## config.mk

```make
export PLATFORM = sky130hd
export DESIGN_NAME = idpr_ram
export DESIGN_NICKNAME = d
export VERILOG_FILES = /design/src/sv/idpr_ram.sv
export SDC_FILE = /design/constraint.sdc
export NUM_CORES = 2
export LEC_CHECK = 0
export BUFFER_PORTS_ARGS = -buffer_cell sky130_fd_sc_hd__buf_4
export CAP_MARGIN = 20
export CELL_PAD_IN_SITES_DETAIL_PLACEMENT = 0
export CELL_PAD_IN_SITES_GLOBAL_PLACEMENT = 1
export CORE_MARGIN = 4
export CORE_UTILIZATION = 30
export DETAILED_ROUTE_END_ITERATION = 10
export PLACE_DENSITY = 0.54
export SYNTH_ARGS = -nofsm -noshare
export SYNTH_HDL_FRONTEND = slang
export SYNTH_SLANG_ARGS = --single-unit
```

## constraint.sdc

```tcl
create_clock -name clk -period 3 [get_ports clk]
set_clock_uncertainty 0.05 [all_clocks]
set_input_delay 0.6 -clock clk [delete_from_list [all_inputs] [get_ports clk]]
set_output_delay 0.6 -clock clk [all_outputs]
set_load 0.1 [all_outputs]
```

## src/sv/idpr_ram.sv

```systemverilog
// ----------------------------------------------------------------------------
// idpr_ram: generic synchronous RAM
// One write port, two read ports, registered read data (old data on a
// read of the address being written).
// ----------------------------------------------------------------------------
module idpr_ram #(
  parameter int WIDTH = 8,
  parameter int DEPTH = 256
) (
  input  logic                     clk,
  input  logic                     we,
  input  logic [$clog2(DEPTH)-1:0] waddr,
  input  logic [WIDTH-1:0]         wdata,
  input  logic [$clog2(DEPTH)-1:0] raddr_a,
  output logic [WIDTH-1:0]         rdata_a,
  input  logic [$clog2(DEPTH)-1:0] raddr_b,
  output logic [WIDTH-1:0]         rdata_b
);

  logic [WIDTH-1:0] mem [DEPTH];

  always_ff @(posedge clk) begin
    if (we) begin
      mem[waddr] <= wdata;
    end
    rdata_a <= mem[raddr_a];
    rdata_b <= mem[raddr_b];
  end

endmodule

```

==> flow_metrics.py <==
metrics = {
    "critical_path": {
        "crit_path_end_kind": "register",
        "crit_required_ns": 3.72,
        "max_stage_delay_ns": 0.55,
        "arrival_ns": 3.77,
        "cp_num_buf_inv": 5,
        "cp_max_fo": 30,
        "cp-start-kind": "primary input",
        "crit_top_cell": "buf_4",
        "critPathSlowestCell": "mux4_2",
        "cpLargestDelayFamily": "buffers and inverters",
        "worstSetupPathType": "primary input to register",
        "path_cells": "buf_8, buf_4, buf_12, buf_4, buf_4, mux4_2, mux4_2, o221ai_1, o211a_1, nor4_2",
    },
    "synth": {
        "ys.flop_type": "edfxtp_1",
        "synth_area_leaders": "edfxtp_1 63%, mux4_2 24%, mux2i_1 2.4%",
        "ys_seq_area_share_pct": 63.75,
        "synthesis.area_um2": 96970,
        "synthesis.nets": 4881,
        "synth.distinct_cells": 65,
        "synth_top_area_cell": "edfxtp_1",
        "async_reset_ff_share_pct": 0,
        "yosysTopAreaCellShare_pct": 63.42,
        "syn_inst": 4847,
        "ys_warn_count": 0,
        "syn_area_per_cell_um2": 20.01,
        "synth-edff-count": 2048,
        "ys_ff_latch": 2064,
    },
    "routing": {
        "firstDrtPassIters": 6,
        "drt_wl_total_um": 352100,
        "drtAntennaViolNets": 0,
        "drc": 0,
        "vias_per_cell": 5.559,
        "drt-initial-drc-count": 6983,
        "routedWlPerCell_um": 34.33,
        "vias": 57020,
    },
    "global_routing": {
        "grt_max_degree": 109,
        "antenna_found_initial": 31,
        "grt_usage_pct": 20.82,
        "grt_overflow": 0,
        "grt_pass1_wl_um": 485800,
        "grt_pass1_vias": 58240,
    },
    "timing": {
        "finalCritPeriodShare_pct": 101.6,
        "finalSetupTns_ns": -0.04857,
        "min_period_ns": 3.049,
        "hold_ws_ns": 0.09488,
        "drv_slew": 0,
        "worstMarginPinSlew_ns": 1.081,
        "setup_viol": 1,
        "max_freq_mhz": 328.0,
        "hold_viol_final": 0,
        "max-slew-margin-rel_pct": 27.65,
        "worst_slack_ns": -0.04857,
        "rsz0062_at_grt": "no",
    },
    "die": {
        "core.rowCount": 208,
        "initial_core_util_pct": 30.17,
        "die_h_um": 576.5,
        "die_x_um": 576.5,
        "core_area_um2": 321400,
        "die-area_um2": 332400,
        "boundaryPins": 50,
    },
    "clock_network": {
        "clk_latency_ns": 0.92,
        "htreeDepth": 4,
        "cts.path.max_buffers": 4,
        "tritoncts": "yes",
        "cts_setup_buffers": 0,
        "numCtsBuffers": 233,
        "cts_root_buf": "clkbuf_16",
        "clock-sinks": 2064,
        "clkTransAtPathRegs_ns": 0.06,
    },
    "power_and_ir_drop": {
        "peakVddDrop_mv": 0.4630,
        "p_per_area_nw_per_um2": 571.2,
        "power.total_mw": 66.74,
        "p_leak_nw": 37.91,
    },
    "place": {
        "place_congestion": 0.8785,
        "placed_area_um2": 109500,
        "hpwl_um": 250400,
        "pre_cts_ws_ns": -1.123,
        "io_buffers": 49,
        "dp_cells": 9821,
    },
    "min_path": {
        "hold_class": "primary input to register",
    },
    "final_layout": {
        "stdcell_count": 10260,
        "design_area_um2": 116800,
        "fillers": 29740,
        "utilization_pct": 36.35,
        "nets": 5787,
        "layout-drive-gt1-share_pct": 42.28,
        "syn_to_final_growth_pct": 20.48,
    },
    "run": {
        "cap_violations": 0,
    },
    "run_status": {
        "status": "finished, violations left",
        "violations": "setup timing",
    },
}
==> metal layers <==
| metal | GRT usage [%] | share of wire (%) | up-vias |
|---|---|---|---|
| met2 | 33.04 | 47 | 2553 |
| met5 | 0 | 0.022 | - |
| met1 | 28.92 | 42 | 31080 |
| met4 | 6.736 | 3.4 | 12 |
| met3 | 3.956 | 7.8 | 470 |
| li1 | - | - | 22900 |
==> state kept, by name, summed over array words and instances (netlist names) <==
name     cells
rdata_a      8
rdata_b      8
mem       2048
==> cells by family (layout without fill, tap and decap cells) <==
group / count (synthesis) / in the layout / synth area share, %
AO/OA/AOI/OAI: 466 / 466 / 3.539
buffers and inverters: 401 / 1496 / 2.730
flip-flops: 2064 / 2064 / 63.75
multiplexers: 1325 / 1325 / 27.29
other: 0 / 9 / 0
AND/OR/NAND/NOR: 591 / 591 / 2.695
==> cells in the final DEF (no fill, tap or decap), types with 31 or more instances in the layout <==
| cell type | Yosys | layout |
|---|---|---|
| mux4_2 | 1051 | 1051 |
| buf_12 | 8 | 127 |
| o221ai_1 | 65 | 65 |
| buf_4 | 42 | 920 |
| clkbuf_16 | 0 | 236 |
| clkbuf_1 | 137 | 46 |
| o22ai_1 | 48 | 48 |
| clkinv_1 | 4 | 55 |
| nand3_1 | 52 | 47 |
| clkinv_2 | 0 | 46 |
| a22oi_1 | 62 | 62 |
| o21ai_0 | 34 | 33 |
| edfxtp_1 | 2048 | 2048 |
| mux2_2 | 38 | 38 |
| nor2_1 | 298 | 297 |
| nand2_1 | 114 | 113 |
| a21oi_1 | 79 | 79 |
| a221oi_1 | 32 | 31 |
| mux2i_1 | 236 | 236 |
==> where the power goes <==
group	internal [mW]	switching, mW	leakage, nW
clock	15.9	12.0	3.56
combinational	2.76	4.10	15.8
sequential	31.8	0.148	18.5
==> cell type report <==
cell class,instances,area [um2],area share (%)
antenna,9,22.52,0.01928
clock buffer,287,6147,5.262
clock inverter,137,1150,0.9842
inverter,6,26.28,0.02249
multi-input combinational,2382,32580,27.88
sequential,2064,61820,52.91
tap,4305,5386,4.610
timing repair buffer,1066,9704,8.306
==> final timing paths <==
check | from | to | slack (ns) | depth (start not counted)
setup reg to reg | mem[47][4] | rdata_a[4] | 0.28 | 7
hold reg to reg | mem[189][7] | rdata_b[7] | 1.04 | 5
setup / recovery | raddr_b[1] | rdata_b[6] | -0.05 | 10
hold / removal | wdata[2] | mem[158][2] | 0.09 | 1
==> synth_stat cells, types with 7 or more instances <==
| cell | n |
|---|---|
| and2_1 | 12 |
| nand2b_1 | 11 |
| nand3_1 | 52 |
| a22o_1 | 22 |
| a211oi_1 | 28 |
| o211ai_1 | 13 |
| buf_4 | 42 |
| edfxtp_1 | 2048 |
| clkbuf_1 | 137 |
| nor3b_1 | 7 |
| mux2_2 | 38 |
| nor4_1 | 7 |
| nand4_1 | 13 |
| buf_2 | 104 |
| nor3_1 | 21 |
| a22oi_1 | 62 |
| o221ai_1 | 65 |
| nor2b_1 | 27 |
| nor2_1 | 298 |
| o22ai_1 | 48 |
| a2bb2oi_1 | 9 |
| a21oi_1 | 79 |
| buf_6 | 44 |
| o31ai_1 | 11 |
| buf_1 | 25 |
| buf_12 | 8 |
| a221oi_1 | 32 |
| mux4_2 | 1051 |
| o21ai_0 | 34 |
| buf_8 | 35 |
| a221o_1 | 10 |
| dfxtp_1 | 16 |
| mux2i_1 | 236 |
| nand2_1 | 114 |
==> timing repair <==
item / 4_1_cts / 5_1_grt
endpoints found under the setup margin: 4 / 0
hold buffers: 1 / 0
hold endpoints to repair: 6 / 0
resized for setup: 4 / 0
Power figures use the tool's default switching activity.
