**src/sv/idpr_pkg.sv**
```systemverilog
// ----------------------------------------------------------------------------
// idpr_pkg: shared types and constants for isolated dark pixel removal
// Sizes of the line memory, result and burst records, config indexes.
// ----------------------------------------------------------------------------
package idpr_pkg;

  localparam int MAX_WIDTH = 2048;
  localparam int ROW_LIMIT = 2048;
  localparam int COL_W     = $clog2(MAX_WIDTH);
  localparam int ROW_W     = $clog2(ROW_LIMIT);
  localparam int POS_W     = 11;
  localparam int CFG_W     = 12;
  localparam int CFG_IDX_W = 1;
  localparam int PIX_W     = 24;
  localparam int WORD_W    = PIX_W + 1;
  localparam int BURST_MAX = 3;
  localparam int CNT_W     = 2;
  localparam int QDEPTH    = 4;
  localparam int QPTR_W    = $clog2(QDEPTH);
  localparam int LVL_W     = $clog2(QDEPTH + 1);

  localparam logic [CFG_IDX_W-1:0] CFG_IMAGE_WIDTH  = 1'b0;
  localparam logic [CFG_IDX_W-1:0] CFG_IMAGE_HEIGHT = 1'b1;

  localparam logic [CFG_W-1:0] WIDTH_RESET  = 12'd640;
  localparam logic [CFG_W-1:0] HEIGHT_RESET = 12'd480;

  localparam logic [PIX_W-1:0] WHITE_PIX = 24'hFF_FFFF;

  typedef struct packed {
    logic [PIX_W-1:0] pix;
    logic [POS_W-1:0] row;
    logic [POS_W-1:0] col;
  } result_t;

  typedef struct packed {
    result_t [BURST_MAX-1:0] slot;
    logic [CNT_W-1:0]        cnt;
  } burst_t;

  function automatic logic is_dark(input logic [PIX_W-1:0] p);
    return p[7:0] == 8'd0;
  endfunction

  // Replace a dark pixel by white when no neighbor is dark
  function automatic logic [PIX_W-1:0] clean_pix(input logic [PIX_W-1:0] p,
                                                  input logic nb);
    return (is_dark(p) && !nb) ? WHITE_PIX : p;
  endfunction

endpackage

```
**src/sv/idpr_burst_q.sv**
```systemverilog
// ----------------------------------------------------------------------------
// idpr_burst_q: result burst queue
// Holds up to QDEPTH bursts of one to three results and hands them out one
// result per cycle while out_ready holds, marking each burst's last result.
// ----------------------------------------------------------------------------
module idpr_burst_q (
  input  logic                    clk,
  input  logic                    rst_n,
  input  logic                    push_v,
  input  idpr_pkg::burst_t        push_burst,
  output logic [idpr_pkg::LVL_W-1:0] level,
  output logic                    out_valid,
  input  logic                    out_ready,
  output idpr_pkg::result_t       out_res,
  output logic                    out_last
);
  import idpr_pkg::*;

  burst_t             bq_r [QDEPTH];
  logic [QPTR_W-1:0]  wr_r, wr_nxt;
  logic [QPTR_W-1:0]  rd_r, rd_nxt;
  logic [LVL_W-1:0]   lvl_r, lvl_nxt;
  logic [CNT_W-1:0]   idx_r, idx_nxt;
  burst_t             head;
  logic               pop;
  logic               pop_last;

  assign head      = bq_r[rd_r];
  assign out_valid = (lvl_r != '0);
  assign out_res   = head.slot[idx_r];
  assign out_last  = (idx_r == head.cnt - CNT_W'(1));
  assign level     = lvl_r;

  assign pop      = out_valid && out_ready;
  assign pop_last = pop && out_last;

  always_comb begin
    wr_nxt  = push_v ? wr_r + QPTR_W'(1) : wr_r;
    rd_nxt  = pop_last ? rd_r + QPTR_W'(1) : rd_r;
    lvl_nxt = lvl_r + LVL_W'(push_v) - LVL_W'(pop_last);
    if (pop_last) begin
      idx_nxt = '0;
    end else if (pop) begin
      idx_nxt = idx_r + CNT_W'(1);
    end else begin
      idx_nxt = idx_r;
    end
  end

  always_ff @(posedge clk) begin
    if (!rst_n) begin
      wr_r  <= '0;
      rd_r  <= '0;
      lvl_r <= '0;
      idx_r <= '0;
    end else begin
      wr_r  <= wr_nxt;
      rd_r  <= rd_nxt;
      lvl_r <= lvl_nxt;
      idx_r <= idx_nxt;
    end
  end

  always_ff @(posedge clk) begin
    if (push_v) begin
      bq_r[wr_r] <= push_burst;
    end
  end

`ifndef SYNTH
  a_no_overflow: assert property (@(posedge clk) disable iff (!rst_n)
    push_v |-> (lvl_r < LVL_W'(QDEPTH)))
    else $error("burst pushed into a full queue");

  a_no_empty_burst: assert property (@(posedge clk) disable iff (!rst_n)
    push_v |-> (push_burst.cnt != '0))
    else $error("empty burst pushed");

  a_idx_in_burst: assert property (@(posedge clk) disable iff (!rst_n)
    out_valid |-> (idx_r < head.cnt))
    else $error("result index beyond burst length");
`endif

endmodule

```
**config.mk**
```make
export PLATFORM = sky130hd
export DESIGN_NAME = idpr_burst_q
export DESIGN_NICKNAME = d
export VERILOG_FILES = /design/src/sv/idpr_pkg.sv /design/src/sv/idpr_burst_q.sv
export SDC_FILE = /design/constraint.sdc
export NUM_CORES = 1
export LEC_CHECK = 0
export BUFFER_PORTS_ARGS = -buffer_cell sky130_fd_sc_hd__buf_2
export CAP_MARGIN = 20
export CORE_UTILIZATION = 50
export CTS_CLUSTER_DIAMETER = 40
export DETAILED_ROUTE_END_ITERATION = 10
export PLACE_DENSITY_LB_ADDON = 0.08
export SYNTH_ARGS = -nofsm -noshare
export SYNTH_HDL_FRONTEND = slang
export SYNTH_SLANG_ARGS = --single-unit
```
**constraint.sdc**
```tcl
create_clock -name clk -period 4.3 [get_ports clk]
set_clock_uncertainty 0.05 [all_clocks]
set_input_delay 0.645 -clock clk [delete_from_list [all_inputs] [get_ports clk]]
set_output_delay 0.645 -clock clk [all_outputs]
set_load 0.005 [all_outputs]
```
==> impl_metrics.env, run 1 <==
export IMPL_dieArea_mm2=0.04427
export IMPL_fin_crit_sh_pct=82.48
export IMPL_ir_drop_uv=363.8
export IMPL_switching_share_pct=22.56
export IMPL_synth_top_area_share_pct=77.43
export IMPL_place_congestion=0.7115
export IMPL_p_per_area_mw_per_mm2=535.4
export IMPL_cp_start_kind="register"
export IMPL_wirelength_um=42430
export IMPL_tightest_slew_ns=0.9535
export IMPL_post_dp_cell_area_mm2=0.02348
export IMPL_crit_fanout=65
export IMPL_nets=1350
export IMPL_rr_worst_depth=10
export IMPL_dp_slack_ns=1.033
export IMPL_clockPowerShare_pct=43.7
export IMPL_ctsHoldBuffers=0
export IMPL_first_global_vias=10810
export IMPL_cts_sinks=571
export IMPL_maxSlewViolCount=0
export IMPL_clk_latency_ns=0.57
export IMPL_drtIter0Drc=734
export IMPL_grt_pass1_wl_um=64610
export IMPL_post_drt_wl_per_cell_um=23.06
export IMPL_core_area_mm2=0.04242
export IMPL_min_path_cells=1
export IMPL_clk_pin_slew_ns=0.05
export IMPL_end_kind="output port"
export IMPL_drc=0
export IMPL_fin_setup_tns_ns=0
export IMPL_port_buffers=194
export IMPL_start_util_pct=51.20
export IMPL_p_sw_uw=3138
export IMPL_p_int_uw=10770
export IMPL_routed_via_density=5.491
export IMPL_rsz0062_at_grt="no"
export IMPL_drive_gt1_share_pct=38.58
export IMPL_relSlewSlack_pct=36.43
export IMPL_cts_buffers=76
export IMPL_timing_fmax_mhz=282.0
export IMPL_ys_seq_area_share_pct=78.45
export IMPL_p_leak_uw=0.008402
export IMPL_synth_top_area_cell="edfxtp_1"
export IMPL_ys_top_cells_by_count="560 x edfxtp_1, 140 x mux4_2, 51 x mux2i_1"
export IMPL_ant_nets=0
export IMPL_synth_area_mm2=0.02172
export IMPL_die_y_um=210.4
export IMPL_syn_area_per_cell_um2=22.72
export IMPL_ctsResizeCount=0
export IMPL_yosys_top_cells_area="edfxtp_1 77%, mux4_2 15%, mux2i_1 2.4%"
export IMPL_crit_arrival_ns=2.85
export IMPL_post_dp_hpwl_um=24080
export IMPL_synthesis_nets=1107
export IMPL_syn_to_final_growth_pct=19.63
export IMPL_vias=10100
export IMPL_yosysMostFrequentCell="edfxtp_1"
export IMPL_synth_ff_type="edfxtp_1"
export IMPL_grt_max_degree=141
export IMPL_cts_root_buf="clkbuf_16"
export IMPL_fin_ws_ns=0.7535
export IMPL_hp_class="in2reg"
export IMPL_cts_setup_buffers=0
export IMPL_antenna_found_initial=12
export IMPL_cts_buffer_depth=3
export IMPL_h_tree_depth=3
export IMPL_yosysUniqueCellTypes=30
export IMPL_synth_seq_cells=571
export IMPL_synth_edf_count=560
export IMPL_netlist_instances=956
export IMPL_yosys_warnings=0
export IMPL_pwr_share_seq_pct=46.7
export IMPL_period_needed_ns=3.547
export IMPL_comb_power_share_pct=9.6
export IMPL_status="finished clean"
export IMPL_crit_type="reg2out"
export IMPL_final_fill_count=3033
export IMPL_tritoncts="built"
export IMPL_finalSetupViolations=0
export IMPL_drv_cap=0
export IMPL_die_x_um=210.4
export IMPL_worst_endpoint_required_ns=3.61
export IMPL_num_rows=75
export IMPL_drtPass1Iterations=4
export IMPL_final_cell_area_mm2=0.02598
export IMPL_grtUsageTotal_pct=19.89
export IMPL_num_io_pins=195
export IMPL_synthArstFlopShare_pct=0
export IMPL_grt_overflow=0
export IMPL_hold_viol_final=0
[stage by stage]
step           total power (uW)  utilization, %  std cells  hold WS, ns
2_1_floorplan              7403               -        956       0.3951
3_3_place_gp               7964           55.35       1698       0.3960
3_5_place_dp               7987           55.35       1698       0.4316
4_1_cts                   14080           61.22       1834       0.1814
5_1_grt                   14390           61.23       1836       0.1877
6_report                  13910           61.25       1840       0.2110
[layout make-up]
class / instances / area [um^2] / share of cell area (%)
Antenna cell: 6 / 15.01 / 0.05779
Clock buffer: 85 / 1957 / 7.532
Clock inverter: 51 / 530.5 / 2.042
Inverter: 6 / 22.52 / 0.08669
Multi-Input combinational cell: 329 / 4456 / 17.15
Sequential cell: 571 / 17050 / 65.62
Tap cell: 577 / 721.9 / 2.779
Timing Repair Buffer: 215 / 1229 / 4.729
[registers in the layout (all words and copies together) (netlist names), named ones only]
name	count
wr_r	2
level	3
idx_r	2
rd_r	2
bq_r	560
[layout by cell type, fill, tap and decap left out, types with 4 or more instances in the layout]
| cell type | instances |
|---|---|
| clkinv_4 | 4 |
| and2_1 | 4 |
| clkinvlp_4 | 9 |
| inv_6 | 12 |
| inv_1 | 6 |
| mux4_2 | 140 |
| nand2b_1 | 4 |
| buf_4 | 13 |
| buf_2 | 194 |
| nand2_1 | 50 |
| o21ai_0 | 46 |
| clkinv_2 | 7 |
| mux2i_1 | 51 |
| buf_12 | 8 |
| diode_2 | 6 |
| bufinv_16 | 7 |
| edfxtp_1 | 560 |
| clkbuf_16 | 77 |
| ha_1 | 6 |
| dfxtp_1 | 7 |
| and2_4 | 4 |
| clkbuf_1 | 8 |
| clkinv_1 | 9 |
[cells by family after synthesis]
group | Yosys count | synth area share [%]
xor gates and xnor gates | 4 | 0.2478
and+or+nand+nor | 74 | 1.579
AOI/OAI and AO/OA | 52 | 1.239
adders and majority gates | 7 | 0.4379
DFF | 571 | 78.45
buffers and inverters | 56 | 1.118
muxes | 192 | 16.93
[final timing paths]
check                                    start     endpoint  slack (ns)
worst max-delay path                  register  out_res[25]        0.75
worst min-delay path            push_burst[31]  bq_r[2][31]        0.21
worst max register to register        register     level[2]        1.08
worst min register to register         rd_r[1]     register        0.43
[per-layer routing]
| layer | GRT usage [%] | share of wire (%) |
|---|---|---|
| met1 | 25.97 | 41 |
| met5 | 0 | 0.24 |
| met2 | 32.63 | 50 |
| met4 | 6.047 | 2.1 |
| met3 | 5.721 | 6.2 |
[power by group through the flow]
stage          clock (uW)  combinational [uW]  sequential (uW)
2_1_floorplan           0                 831             6570
3_3_place_gp            0                1370             6600
3_5_place_dp            0                1380             6610
4_1_cts              6200                1380             6500
5_1_grt              6410                1470             6520
6_report             6080                1340             6490
[critical path: stages, from the launching register on]
cell and delay, ns:
dfxtp_4 0.63, buf_12 0.50, mux4_2 0.59, mux2i_1 0.14, o21ai_0 0.16, buf_2 0.19
Power figures use the tool's default switching activity.
==> inputs of run 2 (changes only) <==
==> constraint.sdc (replaced) <==
create_clock -name clk -period 3.62 [get_ports clk]
set_clock_uncertainty 0.05 [all_clocks]
set_input_delay 0.543 -clock clk [delete_from_list [all_inputs] [get_ports clk]]
set_output_delay 0.543 -clock clk [all_outputs]
set_load 0.005 [all_outputs]
==> impl_metrics.env, run 2 (synthesis results as in run 1) <==
export IMPL_drtPass1Iterations=5
export IMPL_grt_overflow=0
export IMPL_vias=10190
export IMPL_cts_root_buf="clkbuf_16"
export IMPL_reg2reg_to="level[2]"
export IMPL_place_congestion=0.7074
export IMPL_timing_fmax_mhz=297.2
export IMPL_num_io_pins=195
export IMPL_p_leak_uw=0.008445
export IMPL_clk_latency_ns=0.59
export IMPL_hp_start="push_burst[136]"
export IMPL_syn_to_final_growth_pct=20.18
export IMPL_drc=0
export IMPL_cts_setup_buffers=0
export IMPL_nets=1348
export IMPL_first_global_vias=10940
export IMPL_gr_usage_met1_pct=26.90
export IMPL_ctsResizeCount=0
export IMPL_crit_cells=5
export IMPL_grtUsageMet3_pct=4.902
export IMPL_drv_cap=0
export IMPL_hold_viol_final=0
export IMPL_use_met2_pct=31.72
export IMPL_regMostFlops="bq_r"
export IMPL_core_area_mm2=0.04242
export IMPL_drive_gt1_share_pct=38.31
export IMPL_relSlewSlack_pct=42.14
export IMPL_cts_buffers=76
export IMPL_port_buffers=194
export IMPL_post_dp_hpwl_um=24000
export IMPL_dieArea_mm2=0.04427
export IMPL_ant_nets=0
export IMPL_finish_utilization_pct=61.53
export IMPL_period_needed_ns=3.365
export IMPL_wirelength_um=42690
export IMPL_end_kind="output port"
export IMPL_rr_worst_depth=10
export IMPL_layout_common_cells="560 x edfxtp_1, 194 x buf_2, 140 x mux4_2"
export IMPL_ctsHoldBuffers=0
export IMPL_fin_setup_tns_ns=0
export IMPL_layout_commonest_cell="edfxtp_1"
export IMPL_h_tree_depth=3
export IMPL_critPathMaxStageDelay_ns=0.61
export IMPL_rrSetupSlack_ns=0.68
export IMPL_grtUsageTotal_pct=20.01
export IMPL_hp_class="in2reg"
export IMPL_ir_drop_uv=474.5
export IMPL_hold_worst_slack_ns=0.1190
export IMPL_crit_slowest_cell="buf_12"
export IMPL_crit_arrival_ns=2.77
export IMPL_p_per_area_mw_per_mm2=642.3
export IMPL_largest_register_ffs=560
export IMPL_clk_pin_slew_ns=0.06
export IMPL_antenna_found_initial=14
export IMPL_power_total_uw=16760
export IMPL_worst_endpoint_required_ns=3.03
export IMPL_die_x_um=210.4
export IMPL_cp_start_kind="register"
export IMPL_post_drt_wl_per_cell_um=23.16
export IMPL_min_path_cells=1
export IMPL_drtIter0Drc=640
export IMPL_grt_pass1_wl_um=65090
export IMPL_fin_crit_sh_pct=92.96
export IMPL_die_y_um=210.4
export IMPL_cts_sinks=571
export IMPL_num_rows=75
export IMPL_crit_family="buffers and inverters"
export IMPL_grt_max_degree=130
export IMPL_cts_buffer_depth=3
export IMPL_finalSetupViolations=0
export IMPL_maxSlewViolCount=0
export IMPL_tightest_slew_ns=0.8680
export IMPL_status="finished clean"
export IMPL_busiest_layer="met2"
export IMPL_crit_type="reg2out"
export IMPL_start_util_pct=51.20
export IMPL_critPathBufInv=2
export IMPL_rsz0062_at_grt="no"
export IMPL_crit_fanout=129
export IMPL_final_fill_count=3050
export IMPL_cp_cell_sequence="buf_12, mux4_2, mux2i_1, o21ai_0, buf_2"
export IMPL_tritoncts="built"
export IMPL_routed_via_density=5.527
export IMPL_min_to="bq_r[3][136]"
## run 2: worst max path at each step
stage	start	endpoint
floorplan	register	level[2]
global placement	register	level[2]
detailed placement	register	level[2]
CTS	register	out_res[45]
global route	register	out_res[29]
finish	register	out_res[29]
## run 2: area by class of cell
| class | count | area [um^2] | area share (%) |
|---|---|---|---|
| diodes | 8 | 20.02 | 0.07670 |
| clock buffers | 91 | 2032 | 7.785 |
| clock inverters | 48 | 535.5 | 2.052 |
| inverters | 6 | 22.52 | 0.08629 |
| multi-input cells | 329 | 4456 | 17.07 |
| flip-flops and latches | 571 | 17050 | 65.32 |
| well taps | 577 | 721.9 | 2.766 |
| repair buffers | 213 | 1264 | 4.842 |
## run 2: metrics by stage
| stage | std cells | area, um^2 | worst slack, ns |
|---|---|---|---|
| final | 1843 | 26100 | 0.2549 |
| after global routing | 1837 | 26090 | 0.1543 |
| after detailed placement | 1696 | 23510 | 0.6773 |
| after global placement | 1696 | 23510 | 0.7045 |
| after CTS | 1835 | 26080 | 0.2321 |
| after floorplan | 956 | 21720 | 0.7877 |
## run 2: power by group
group | internal, uW | leakage (uW) | switching [uW]
clock network | 4690 | 0.00123 | 2770
registers | 7600 | 0.00524 | 98.4
logic | 745 | 0.00198 | 861
total | 13000 | 0.00845 | 3730
## run 2: per-layer routing
layer | routed length, um | share of wire [%] | up-vias
li1 | - | - | 4512
met1 | 18670 | 44 | 5346
met2 | 20480 | 48 | 223
met3 | 2151 | 5.0 | 94
met4 | 1299 | 3.0 | 12
met5 | 77 | 0.18 | -
